==> config.mk <==
export PLATFORM = sky130hd
export DESIGN_NAME = chip8_front_flat
export DESIGN_NICKNAME = d
export VERILOG_FILES = /design/src/chip8_pkg.sv /design/src/chip8_ifs.sv /design/src/chip8_front.sv /design/src/flat_wrapper.sv
export SDC_FILE = /design/constraint.sdc
export NUM_CORES = 1
export LEC_CHECK = 0
export BUFFER_PORTS_ARGS = -buffer_cell sky130_fd_sc_hd__buf_2
export CORE_AREA = 2 2 91 93
export CTS_CLUSTER_SIZE = 14
export DETAILED_ROUTE_END_ITERATION = 12
export DIE_AREA = 0 0 93 95
export PLACE_DENSITY = 0.7
export SYNTH_ARGS = -nofsm -noshare
export SYNTH_HDL_FRONTEND = slang
export SYNTH_SLANG_ARGS = --single-unit
export TNS_END_PERCENT = 20
==> constraint.sdc <==
create_clock -name i_clk -period 10.2 [get_ports i_clk]
set_input_delay 1.02 -clock i_clk [delete_from_list [all_inputs] [get_ports i_clk]]
set_output_delay 1.02 -clock i_clk [all_outputs]
set_load 0.01 [all_outputs]
==> src/chip8_pkg.sv <==
`timescale 1ns / 1ps
// Shared types, codes and constants of the CHIP-8 core.
package chip8_pkg;

    localparam int ADDR_W     = 12;
    localparam int MEM_BYTES  = 4096;
    localparam int FB_BYTES   = 256;
    localparam int FB_ADDR_W  = 8;
    localparam int FONT_BYTES = 80;

    localparam logic [1:0] CMD_EXEC  = 2'd0;
    localparam logic [1:0] CMD_TICK  = 2'd1;
    localparam logic [1:0] CMD_WRITE = 2'd2;
    localparam logic [1:0] CMD_READ  = 2'd3;

    localparam logic [1:0] STS_OK       = 2'd0;
    localparam logic [1:0] STS_WAIT_KEY = 2'd1;
    localparam logic [1:0] STS_UNKNOWN  = 2'd2;
    localparam logic [1:0] STS_DONE     = 2'd3;

    localparam logic [11:0] PC_RESET = 12'h200;

    localparam logic [3:0] OP_SYS  = 4'h0;
    localparam logic [3:0] OP_JP   = 4'h1;
    localparam logic [3:0] OP_CALL = 4'h2;
    localparam logic [3:0] OP_SE   = 4'h3;
    localparam logic [3:0] OP_SNE  = 4'h4;
    localparam logic [3:0] OP_SER  = 4'h5;
    localparam logic [3:0] OP_LD   = 4'h6;
    localparam logic [3:0] OP_ADD  = 4'h7;
    localparam logic [3:0] OP_ALU  = 4'h8;
    localparam logic [3:0] OP_SNER = 4'h9;
    localparam logic [3:0] OP_LDI  = 4'hA;
    localparam logic [3:0] OP_JPV  = 4'hB;
    localparam logic [3:0] OP_RND  = 4'hC;
    localparam logic [3:0] OP_DRW  = 4'hD;
    localparam logic [3:0] OP_SKP  = 4'hE;
    localparam logic [3:0] OP_MISC = 4'hF;

    localparam logic [11:0] SYS_CLS = 12'h0E0;
    localparam logic [11:0] SYS_RET = 12'h0EE;

    localparam logic [3:0] ALU_MOV  = 4'h0;
    localparam logic [3:0] ALU_OR   = 4'h1;
    localparam logic [3:0] ALU_AND  = 4'h2;
    localparam logic [3:0] ALU_XOR  = 4'h3;
    localparam logic [3:0] ALU_ADD  = 4'h4;
    localparam logic [3:0] ALU_SUB  = 4'h5;
    localparam logic [3:0] ALU_SHR  = 4'h6;
    localparam logic [3:0] ALU_SUBN = 4'h7;
    localparam logic [3:0] ALU_SHL  = 4'hE;

    localparam logic [7:0] KEY_SKP  = 8'h9E;
    localparam logic [7:0] KEY_SKNP = 8'hA1;

    localparam logic [7:0] MISC_GDT = 8'h07;
    localparam logic [7:0] MISC_KEY = 8'h0A;
    localparam logic [7:0] MISC_SDT = 8'h15;
    localparam logic [7:0] MISC_SST = 8'h18;
    localparam logic [7:0] MISC_ADI = 8'h1E;
    localparam logic [7:0] MISC_FNT = 8'h29;
    localparam logic [7:0] MISC_BCD = 8'h33;
    localparam logic [7:0] MISC_STR = 8'h55;
    localparam logic [7:0] MISC_LDR = 8'h65;

    localparam logic [7:0] FONT [FONT_BYTES] = '{
        8'hF0, 8'h90, 8'h90, 8'h90, 8'hF0, 8'h20, 8'h60, 8'h20, 8'h20, 8'h70,
        8'hF0, 8'h10, 8'hF0, 8'h80, 8'hF0, 8'hF0, 8'h10, 8'hF0, 8'h10, 8'hF0,
        8'h90, 8'h90, 8'hF0, 8'h10, 8'h10, 8'hF0, 8'h80, 8'hF0, 8'h10, 8'hF0,
        8'hF0, 8'h80, 8'hF0, 8'h90, 8'hF0, 8'hF0, 8'h10, 8'h20, 8'h40, 8'h40,
        8'hF0, 8'h90, 8'hF0, 8'h90, 8'hF0, 8'hF0, 8'h90, 8'hF0, 8'h10, 8'hF0,
        8'hF0, 8'h90, 8'hF0, 8'h90, 8'h90, 8'hE0, 8'h90, 8'hE0, 8'h90, 8'hE0,
        8'hF0, 8'h80, 8'h80, 8'h80, 8'hF0, 8'hE0, 8'h90, 8'h90, 8'h90, 8'hE0,
        8'hF0, 8'h80, 8'hF0, 8'h80, 8'hF0, 8'hF0, 8'h80, 8'hF0, 8'h80, 8'h80
    };

    typedef struct packed {
        logic [1:0]  command;
        logic [11:0] address;
        logic [7:0]  write_data;
        logic [15:0] key_state;
        logic [7:0]  random_byte;
    } t_item;

    typedef struct packed {
        logic  valid;
        t_item item;
    } t_head;

endpackage

==> src/chip8_ifs.sv <==
`timescale 1ns / 1ps
// Command and result channel interfaces of the CHIP-8 core.
interface chip8_in_if;
    logic        valid;
    logic        ready;
    logic [1:0]  command;
    logic [11:0] address;
    logic [7:0]  write_data;
    logic [15:0] key_state;
    logic [7:0]  random_byte;

    modport source (output valid, command, address, write_data, key_state, random_byte,
                    input ready);
    modport sink (input valid, command, address, write_data, key_state, random_byte,
                  output ready);
endinterface


==> src/chip8_front.sv <==
`timescale 1ns / 1ps
// Command intake: accepts transfers, tidies the fields and queues them for execution.
module chip8_front (
    input  logic            i_clk,
    input  logic            i_rst_n,
    chip8_in_if.sink        i_item,
    input  logic            i_enable,
    input  logic            i_pop,
    output chip8_pkg::t_head o_head
);
    import chip8_pkg::*;

    t_item      r_q [2];
    logic       r_wp;
    logic       r_rp;
    logic [1:0] r_cnt;
    logic       w_push;
    logic       w_pop;
    t_item      w_in;

    assign i_item.ready = i_enable && (r_cnt != 2'd2);
    assign w_push       = i_item.valid && i_item.ready;
    assign w_pop        = i_pop && (r_cnt != 2'd0);

    always_comb begin
        w_in.command     = i_item.command;
        w_in.address     = (i_item.command == CMD_READ) ?
                           {4'd0, i_item.address[7:0]} : i_item.address;
        w_in.write_data  = i_item.write_data;
        w_in.key_state   = i_item.key_state;
        w_in.random_byte = i_item.random_byte;
    end

    always_ff @(posedge i_clk) begin
        if (w_push) begin
            r_q[r_wp] <= w_in;
        end
    end

    always_ff @(posedge i_clk) begin
        if (!i_rst_n) begin
            r_wp  <= 1'b0;
            r_rp  <= 1'b0;
            r_cnt <= 2'd0;
        end else begin
            if (w_push) begin
                r_wp <= ~r_wp;
            end
            if (w_pop) begin
                r_rp <= ~r_rp;
            end
            r_cnt <= r_cnt + {1'b0, w_push} - {1'b0, w_pop};
        end
    end

    assign o_head.valid = (r_cnt != 2'd0);
    assign o_head.item  = r_q[r_rp];

endmodule

==> src/flat_wrapper.sv <==
// flat-port wrapper written by rule: the top's interface ports become plain ports
module chip8_front_flat import chip8_pkg::*;
  (i_clk, i_rst_n, i_enable, i_pop, o_head, i_item_valid, i_item_command, i_item_address, i_item_write_data, i_item_key_state, i_item_random_byte, i_item_ready);
  chip8_in_if i_item_i ();
  input  logic i_clk;
  input  logic i_rst_n;
  input  logic i_enable;
  input  logic i_pop;
  output chip8_pkg::t_head o_head;
  input wire logic [$bits(i_item_i.valid)-1:0] i_item_valid;
  input wire logic [$bits(i_item_i.command)-1:0] i_item_command;
  input wire logic [$bits(i_item_i.address)-1:0] i_item_address;
  input wire logic [$bits(i_item_i.write_data)-1:0] i_item_write_data;
  input wire logic [$bits(i_item_i.key_state)-1:0] i_item_key_state;
  input wire logic [$bits(i_item_i.random_byte)-1:0] i_item_random_byte;
  output wire logic [$bits(i_item_i.ready)-1:0] i_item_ready;
  assign i_item_i.valid = i_item_valid;
  assign i_item_i.command = i_item_command;
  assign i_item_i.address = i_item_address;
  assign i_item_i.write_data = i_item_write_data;
  assign i_item_i.key_state = i_item_key_state;
  assign i_item_i.random_byte = i_item_random_byte;
  assign i_item_ready = i_item_i.ready;
  chip8_front u_core (.i_clk(i_clk), .i_rst_n(i_rst_n), .i_item(i_item_i), .i_enable(i_enable), .i_pop(i_pop), .o_head(o_head));
endmodule
=== Word level (Yosys, flattened, before mapping) ===
Memory sizes are Yosys's and may differ from the RTL's. A register that Yosys moved wholly into a read port is not among the register bits.
Index checks and enable logic that the tools add are counted.

* Add/sub/neg operators: 2
* Div/mod/pow operators: 0
* Magnitude comparators: 0
* Reduce and logical (&&, ||, !) cells: 4
* Equality and inequality tests: 2
* Shift operators: 0
* Bitwise gates (word level): 2
* Multiplexer cells: 5
* Multiply operators: 0

{| class="wikitable"
|+ Operator list
! cell !! count
|-
| $mux W12 || 1
|-
| $mux W1 || 4
|-
| $logic_and A1 B1 Y1 || 3
|-
| $add A2 B1 Y2 || 1
|-
| $eq A2 B2 Y1 const B || 1
|-
| $ne A2 B2 Y1 const B || 1
|-
| $not A1 Y1 || 2
|-
| $reduce_bool A2 Y1 || 1
|-
| $sub A2 B1 Y2 || 1
|}

* Output and inout bits: 48
* Bits of input ports: 51
* Register bits after elaboration: 4
* Latch bits: 0
* ROM bits: 0
* RAM bits: 92
* Memories kept: 1

{| class="wikitable"
|+ Memory list
! name !! depth !! bits a word !! rd ports !! clocked after Yosys merged registers in !! wr ports !! RTL line !! RTL
|-
| u_core.r_q || 2 || 46 || 1 || 1 || 1 || chip8_front.sv:13 || <nowiki>t_item r_q [2];</nowiki>
|}

=== Logic depth before layout (Yosys ltp) ===
Gate-level depths: netlist of the first run.

* Depth after elaboration: 5
* Gate-level depth with buffers: 7
* Mapped depth without buffers: 7

=== Worst setup path before layout of the first run ===
No wires, ideal clock.

* Kind: input port to flip-flop
* Start: in i_item_valid
* End: mem u_core.r_q[0][0] in the netlist's numbering (enable)
* Buffers on the path: 0
* Arrival: 3.294 ns
* Data required time: 9.745 ns
* Stages: 2
* Slack: 6.451 ns
* Cell sequence: and3_4 nor2b_1

* Longest elaborated chain between the ends: 3

{| class="wikitable"
|+ Ends and longest elaborated chain
! what !! RTL line !! RTL
|-
| start, declared || flat_wrapper.sv:10 || <nowiki>input wire logic [$bits(i_item_i.valid)-1:0] i_item_valid;</nowiki>
|-
| $logic_and A1 B1 Y1 || chip8_front.sv:22 || <nowiki>assign w_push = i_item.valid && i_item.ready;</nowiki>
|-
| $mux W1 || chip8_front.sv:35 || <nowiki>if (w_push) begin</nowiki>
|-
| $mux W1 (implied by the code) || chip8_front.sv:36 || <nowiki>r_q[r_wp] <= w_in;</nowiki>
|-
| end, declared || chip8_front.sv:13 ||
|}

No other way between the ends.

==> reports/qor.csv, run 1 <==
metric;value;unit
total wire length;5900;um
Combinational Power Share;23.2;%
PwrDens;216;mW/mm^2
Final HPWL DP;3930;um
# H-tree levels;3;
max-slew violations;0;
GR Overflow Total;0;
DRC violation total after the first TritonRoute iteration;91;
Via density;4.74;
synthesized cell area;0.00380;sq mm
Reg clk slew, reported paths;80;ps
placed cells;376;
post_cts resized;0;
initial antenna violation count;0;
Max Cap Viol;0;
CP top delay family;flip-flops;
Core ar.;0.00793;sq mm
largest stage delay on the critical path;750;ps
period utilization;31.5;%
syn_area_per_cell;21.6;sq um
crit path capture type;output port;
vias in the first global route;1879;
most common cell after layout, fill and taps aside;buf_2;
Least-Margin Pin Slew;1120;ps
Worst R2R Setup Slack;8160;ps
worst min path class;reg -> reg;
sequential element share of the synthesized area;75.3;%
Setup Buffers After CTS;0;
fraction of layout cells with a size suffix above 1;57.8;%
share of power burned in registers;49.8;%
critical path required time;9180;ps
Nets;335;
leakage;1.79;nW
VDD IR max;0.000115;V
Routed Antenna Nets;0;
PnR worst setup slack;6980;ps
Clock Path Buffers;2;
WP data arrival;2200;ps
All-Layer GR Usage;13.9;%
Final Skew;9.76;ps
final worst path period need;3220;ps
setup TNS;0;ps
fin area;0.00458;sq mm
slowest CP cell;dfxtp_2;
largest net degree at the start of global routing;47;
Synth Register Bits;97;
crit path max fanout;26;
flip-flop and latch area;0.00286;sq mm
Switching Share;25.4;%
Place WS;7320;ps
Yosys warnings;0;
Clock power frac;27.0;%
Clock Sinks;97;
WP buf/inv;2;
Initial Util;48.0;%
routed vias;1859;
Die Footprint;0.00884;sq mm
DR WL/cell;15.0;um
Psw;0.000251;W
internal power;0.000738;W
critical path type;reg -> out;
dpl cell area;0.00436;sq mm
Layout Area Growth over Synthesis;20.3;%
Die W;93;um
library cells used by synthesis;20;
worst path cell trace;buf_4 > mux2_2 > buf_2;
non-filler instance count after layout;392;
Final GP Congestion;0.672;
commonest non-fill, non-tap cells in the layout;buf_2, edfxtp_1, mux2_4, clkbuf_8, and2_1;
worst skew pair latency;360;ps
outcome;finished clean;
first-pass GRT wire length;8940;um
Diodes inserted;0;
CTS tree;built;
I/O Pins;99;
DRC errors left;0;
Die Height;95;um
area of the multi-input gates;847;sq um
RSZ-0062 raised after global routing;false;
Final Setup Violations;0;
Pre-Repair DR Iteration Count;4;
row count;33;
Setup crit start kind;register;
syn nets;229;
Synth Instances;176;
PortBufs;98;
clk root buf;clkbuf_8;
fmax;311;MHz
Final Hold Fails;0;
CTS Buf Count;9;
Filler cells;649;
hold buffers post-CTS;0;
Slew HR;25.2;%
==> per-layer routing <==
layer	part of all wire [%]	global-route usage (%)	vias up
met5	0	0	-
met4	1.8	8.09	0
met3	6.0	3.43	11
met2	51	23.6	64
met1	41	16.1	901
li1	-	-	883
==> cells in the mapped netlist, drive strengths merged <==
master	number	share of area [%]
dfxtp	5	2.6
inv	3	0.30
nand2	2	0.20
and2	8	1.3
or2	1	0.16
nand2b	2	0.33
edfxtp	92	73
and3	1	0.30
xor2	1	0.23
mux2	46	18
nor2b	1	0.16
xnor2	1	0.23
nor3	1	0.13
o21a	1	0.20
buf	5	2.4
mux2i	1	0.26
nor2	3	0.30
ha	2	0.66
==> power by group through the flow <==
| stage | clock network, W | registers [W] | logic (W) |
|---|---|---|---|
| after CTS | 0.000275 | 0.000493 | 0.000235 |
| after floorplan | 0 | 0.000486 | 0.000195 |
| after global routing | 0.000291 | 0.000497 | 0.000250 |
| after global placement | 0 | 0.000501 | 0.000232 |
| after detailed placement | 0 | 0.000503 | 0.000234 |
| final | 0.000267 | 0.000492 | 0.000230 |
==> sequential cells by signal, indices dropped and copies added, names as in the netlist, named ones only <==
register and flops:
u_core.r_q 92, u_core.r_cnt 2, u_core.r_rp 1, u_core.r_wp 1
==> cell type report <==
cell class	count	area share, %
clock buffer	10	2.79
tap	105	2.87
inverter	3	0.246
timing repair buffer	100	11.0
clock inverter	6	1.97
multi-input combinational	71	18.5
sequential	97	62.6
==> stage by stage <==
stage	util [%]	power (W)	hold slack, ps
after floorplan	-	0.000681	451
after global placement	55.0	0.000732	494
after global routing	57.7	0.00104	547
after CTS	57.7	0.00100	520
after detailed placement	55.0	0.000737	507
final	57.7	0.000989	520
==> logic make-up (layout without fill, tap and decap cells) <==
family | count (synthesis) | in the layout | synth area share [%]
XOR/XNOR | 2 | 2 | 0.461
adder cells (fa/ha/maj) | 2 | 2 | 0.658
AO/OA/AOI/OAI | 1 | 1 | 0.197
buffers and inverters | 8 | 119 | 2.70
AND/OR/NAND/NOR | 19 | 19 | 2.89
multiplexers | 47 | 47 | 17.8
flip-flops | 97 | 97 | 75.3
==> worst paths after layout <==
kind | start | to | cells after the start
max | register | o_head[2] | 3
min | u_core.r_rp | register | 2
max reg2reg | u_core.r_cnt[0] | u_core.r_q[0][11] | 4
min reg2reg | u_core.r_rp | register | 2
==> tightest hold or removal path, cell delays in order (launching register included) <==
cell and delay, ps:
dfxtp_1 330, xnor2_1 80, nor2_1 80
Power figures use the tool's default switching activity.
==> run 2, diff against run 1 <==
ABC_AREA = 1   (was not set)
clock period = 3.04 ns   (was 10.2 ns; I/O delays follow)
==> run 2 against run 1 <==
  * Synthesized cell count grew 5.7%
  * Final area grew 0.22%
  * Global-route usage shrank 0.63 points
  * Critical endpoint is now o_head[3]
  * Largest power group unchanged
  * Via count grew 2.6%
  * Synthesized area grew 0.23%
==> reports/qor.csv, run 2 <==
metric;value;unit;change
Reg clk slew, reported paths;90;ps;about the same
Layout Area Growth over Synthesis;20.3;%;about the same
Core ar.;0.00793;sq mm;unchanged
total wire length;5890;um;-0.10%
fraction of layout cells with a size suffix above 1;55.2;%;-2.7 points
Via density;4.72;;-0.46%
All-Layer GR Usage;13.3;%;-0.63 points
# H-tree levels;3;;unchanged
met3 usage;4.71;%;+1.3 points
Hold Path Depth;1;;-1
library cells used by synthesis;15;;-25%
Slew HR;58.8;%;+34 points
largest net degree at the start of global routing;47;;unchanged
Filler cells;654;;+0.77%
Final Setup Violations;0;;unchanged
Clock Path Buffers;2;;unchanged
Clock Sinks;97;;unchanged
WP data arrival;1730;ps;-470 ps
CP top delay family;flip-flops;;
Least-Margin Pin Slew;618;ps;-505 ps
GR Util met1;15.9;%;-0.22 points
Yosys warnings;0;;unchanged
crit path max fanout;15;;-42%
crit path capture type;output port;;
Hold Startpoint;i_item_key_state[14];;
Final Skew;10.7;ps;+0.968 ps
EDFF count, synth;92;;unchanged
first-pass GRT wire length;8560;um;-4.3%
hold buffers post-CTS;0;;unchanged
RR Endpoint;u_core.r_q[1][22];;
row count;33;;unchanged
Routed Antenna Nets;0;;unchanged
clk root buf;clkbuf_8;;
initial antenna violation count;0;;unchanged
Diodes inserted;0;;unchanged
startpoint of the worst register-to-register path;u_core.r_cnt[0];;
CTS Buf Count;9;;unchanged
WP buf/inv;2;;unchanged
Die Height;95;um;unchanged
outcome;finished clean;;
post-synth top area share;72.5;%;-0.17 points
ys flop type;edfxtp_1;;
Nets;347;;+3.6%
Synth Instances;186;;+5.7%
synthesized cell area;0.00381;sq mm;+0.23%
syn_area_per_cell;20.5;sq um;-5.2%
flip-flop count of the largest register after layout;92;;unchanged
Biggest register;u_core.r_q;;
final worst path period need;2040;ps;
Synth area leader;edfxtp_1;;
Fin Hold WS;142;ps;-378 ps
GR Overflow Total;0;;unchanged
period utilization;67.0;%;
I/O Pins;99;;unchanged
critical path type;reg -> out;;
hold worst-path end;u_core.r_q[0][22];;
M2 GR Usage;21.7;%;-1.9 points
Synth Register Bits;97;;unchanged
Worst R2R Setup Slack;1250;ps;-6910 ps
DRC errors left;0;;unchanged
Initial Util;48.1;%;+0.11 points
sequential element share of the synthesized area;75.1;%;-0.17 points
flip-flop and latch area;0.00286;sq mm;unchanged
vias in the first global route;1849;;-1.6%
commonest non-fill, non-tap cells in the layout;buf_2, edfxtp_1, mux2_4;;
Commonest cells post-synth;edfxtp_1, mux2_4, inv_1;;
largest stage delay on the critical path;520;ps;-230 ps
Setup crit start kind;register;;
setup TNS;0;ps;unchanged
worst min path class;in -> reg;;
most frequent cell after synthesis;edfxtp_1;;
Pre-Repair DR Iteration Count;4;;unchanged
worst path cell trace;buf_4 > mux2_2 > buf_2;;
Max Cap Viol;0;;unchanged
Synth area leaders;edfxtp_1, mux2_4, dfxtp_1, buf_12, mux2_2;;
leakage;1.82;nW;+1.8%
post_cts resized;0;;unchanged
slowest CP cell;dfxtp_2;;
busiest grt layer;met2;;
DR WL/cell;14.6;um;-3.1%
area of the multi-input gates;828;sq um;-2.2%
PortBufs;98;;unchanged
RSZ-0062 raised after global routing;false;;
critical path required time;2740;ps;-6440 ps
worst skew pair latency;350;ps;about the same
R2R depth;5;;+1
syn nets;239;;+4.4%
Regs by FF count;u_core.r_q (92), u_core.r_cnt (2);;
routed vias;1907;;+2.6%
Die W;93;um;unchanged
max-slew violations;0;;unchanged
VDD IR max;0.000392;V;+240%
DRC violation total after the first TritonRoute iteration;50;;-45%
Final HPWL DP;3990;um;+1.3%
Die Footprint;0.00884;sq mm;unchanged
Setup Buffers After CTS;0;;unchanged
CTS tree;built;;
most common cell after layout, fill and taps aside;buf_2;;
Final Hold Fails;0;;unchanged
fmax;491;MHz;
PwrDens;712;mW/mm^2;+230%
Final GP Congestion;0.690;;+2.6%
Async S/R FF share, synth;0;%;unchanged
==> run 2: changes by cell type in the layout (fill, tap and decap cells not counted), moves of 2 or more <==
cell	previous run	this run
a21boi_0	0	5
and2_1	7	0
clkinv_1	0	2
nor2_1	3	5
nand2b_1	2	0
nand3_1	0	3
inv_1	3	9
nand2_1	2	9
==> run 2: kinds of logic (layout without fill, tap and decap cells) <==
group / Yosys count / in the layout / share of synthesized area, %
compound gates: 7 / 7 / 1.31
fa+ha+maj: 2 / 2 / 0.656
buf+inv: 15 / 128 / 3.38
flops: 97 / 97 / 75.1
mux: 46 / 46 / 17.5
simple gates: 19 / 19 / 2.03
==> run 2: final cells by class <==
cell class	instances	area share (%)
Multi-Input combinational cell	74	18.1
Timing Repair Buffer	102	11.6
Clock inverter	7	1.50
Inverter	10	0.818
Clock buffer	9	2.70
Tap cell	105	2.86
Sequential cell	97	62.4
==> run 2: worst max-delay path by stage <==
stage,startpoint,to,slack (ps),cells past startpoint
after CTS,register,o_head[3],960,3
final,register,o_head[3],1000,3
after detailed placement,u_core.r_cnt[0],u_core.r_q[1][5],1230,5
after global routing,register,o_head[3],910,3
after floorplan,u_core.r_cnt[0],u_core.r_q[0][0],110,4
after global placement,u_core.r_cnt[0],u_core.r_q[1][5],1280,5
==> run 2: per-stage QoR <==
stage | setup slack, ps | utilization [%] | cell area [sq um] | total power (W) | instances
global route | 909 | 57.9 | 4590 | 0.00343 | 404
detailed placement | 1230 | 55.4 | 4390 | 0.00251 | 388
global placement | 1280 | 55.4 | 4390 | 0.00249 | 388
finish | 1000 | 57.9 | 4590 | 0.00326 | 404
CTS | 957 | 57.9 | 4590 | 0.00331 | 404
floorplan | 106 | - | 3810 | 0.00229 | 186
==> run 2: report_power, final <==
| group | switching [W] | internal, W | total, W |
|---|---|---|---|
| sequential | 0.0000519 | 0.00159 | 0.00164 |
| combinational | 0.000391 | 0.000430 | 0.000821 |
| clock | 0.000420 | 0.000381 | 0.000801 |
| total | 0.000864 | 0.00240 | 0.00326 |
==> run 2: per-layer routing <==
layer / part of all wire [%] / up-vias
met5: 0 / -
met4: 0.68 / 0
met3: 6.2 / 4
met2: 51 / 64
met1: 42 / 919
li1: - / 920
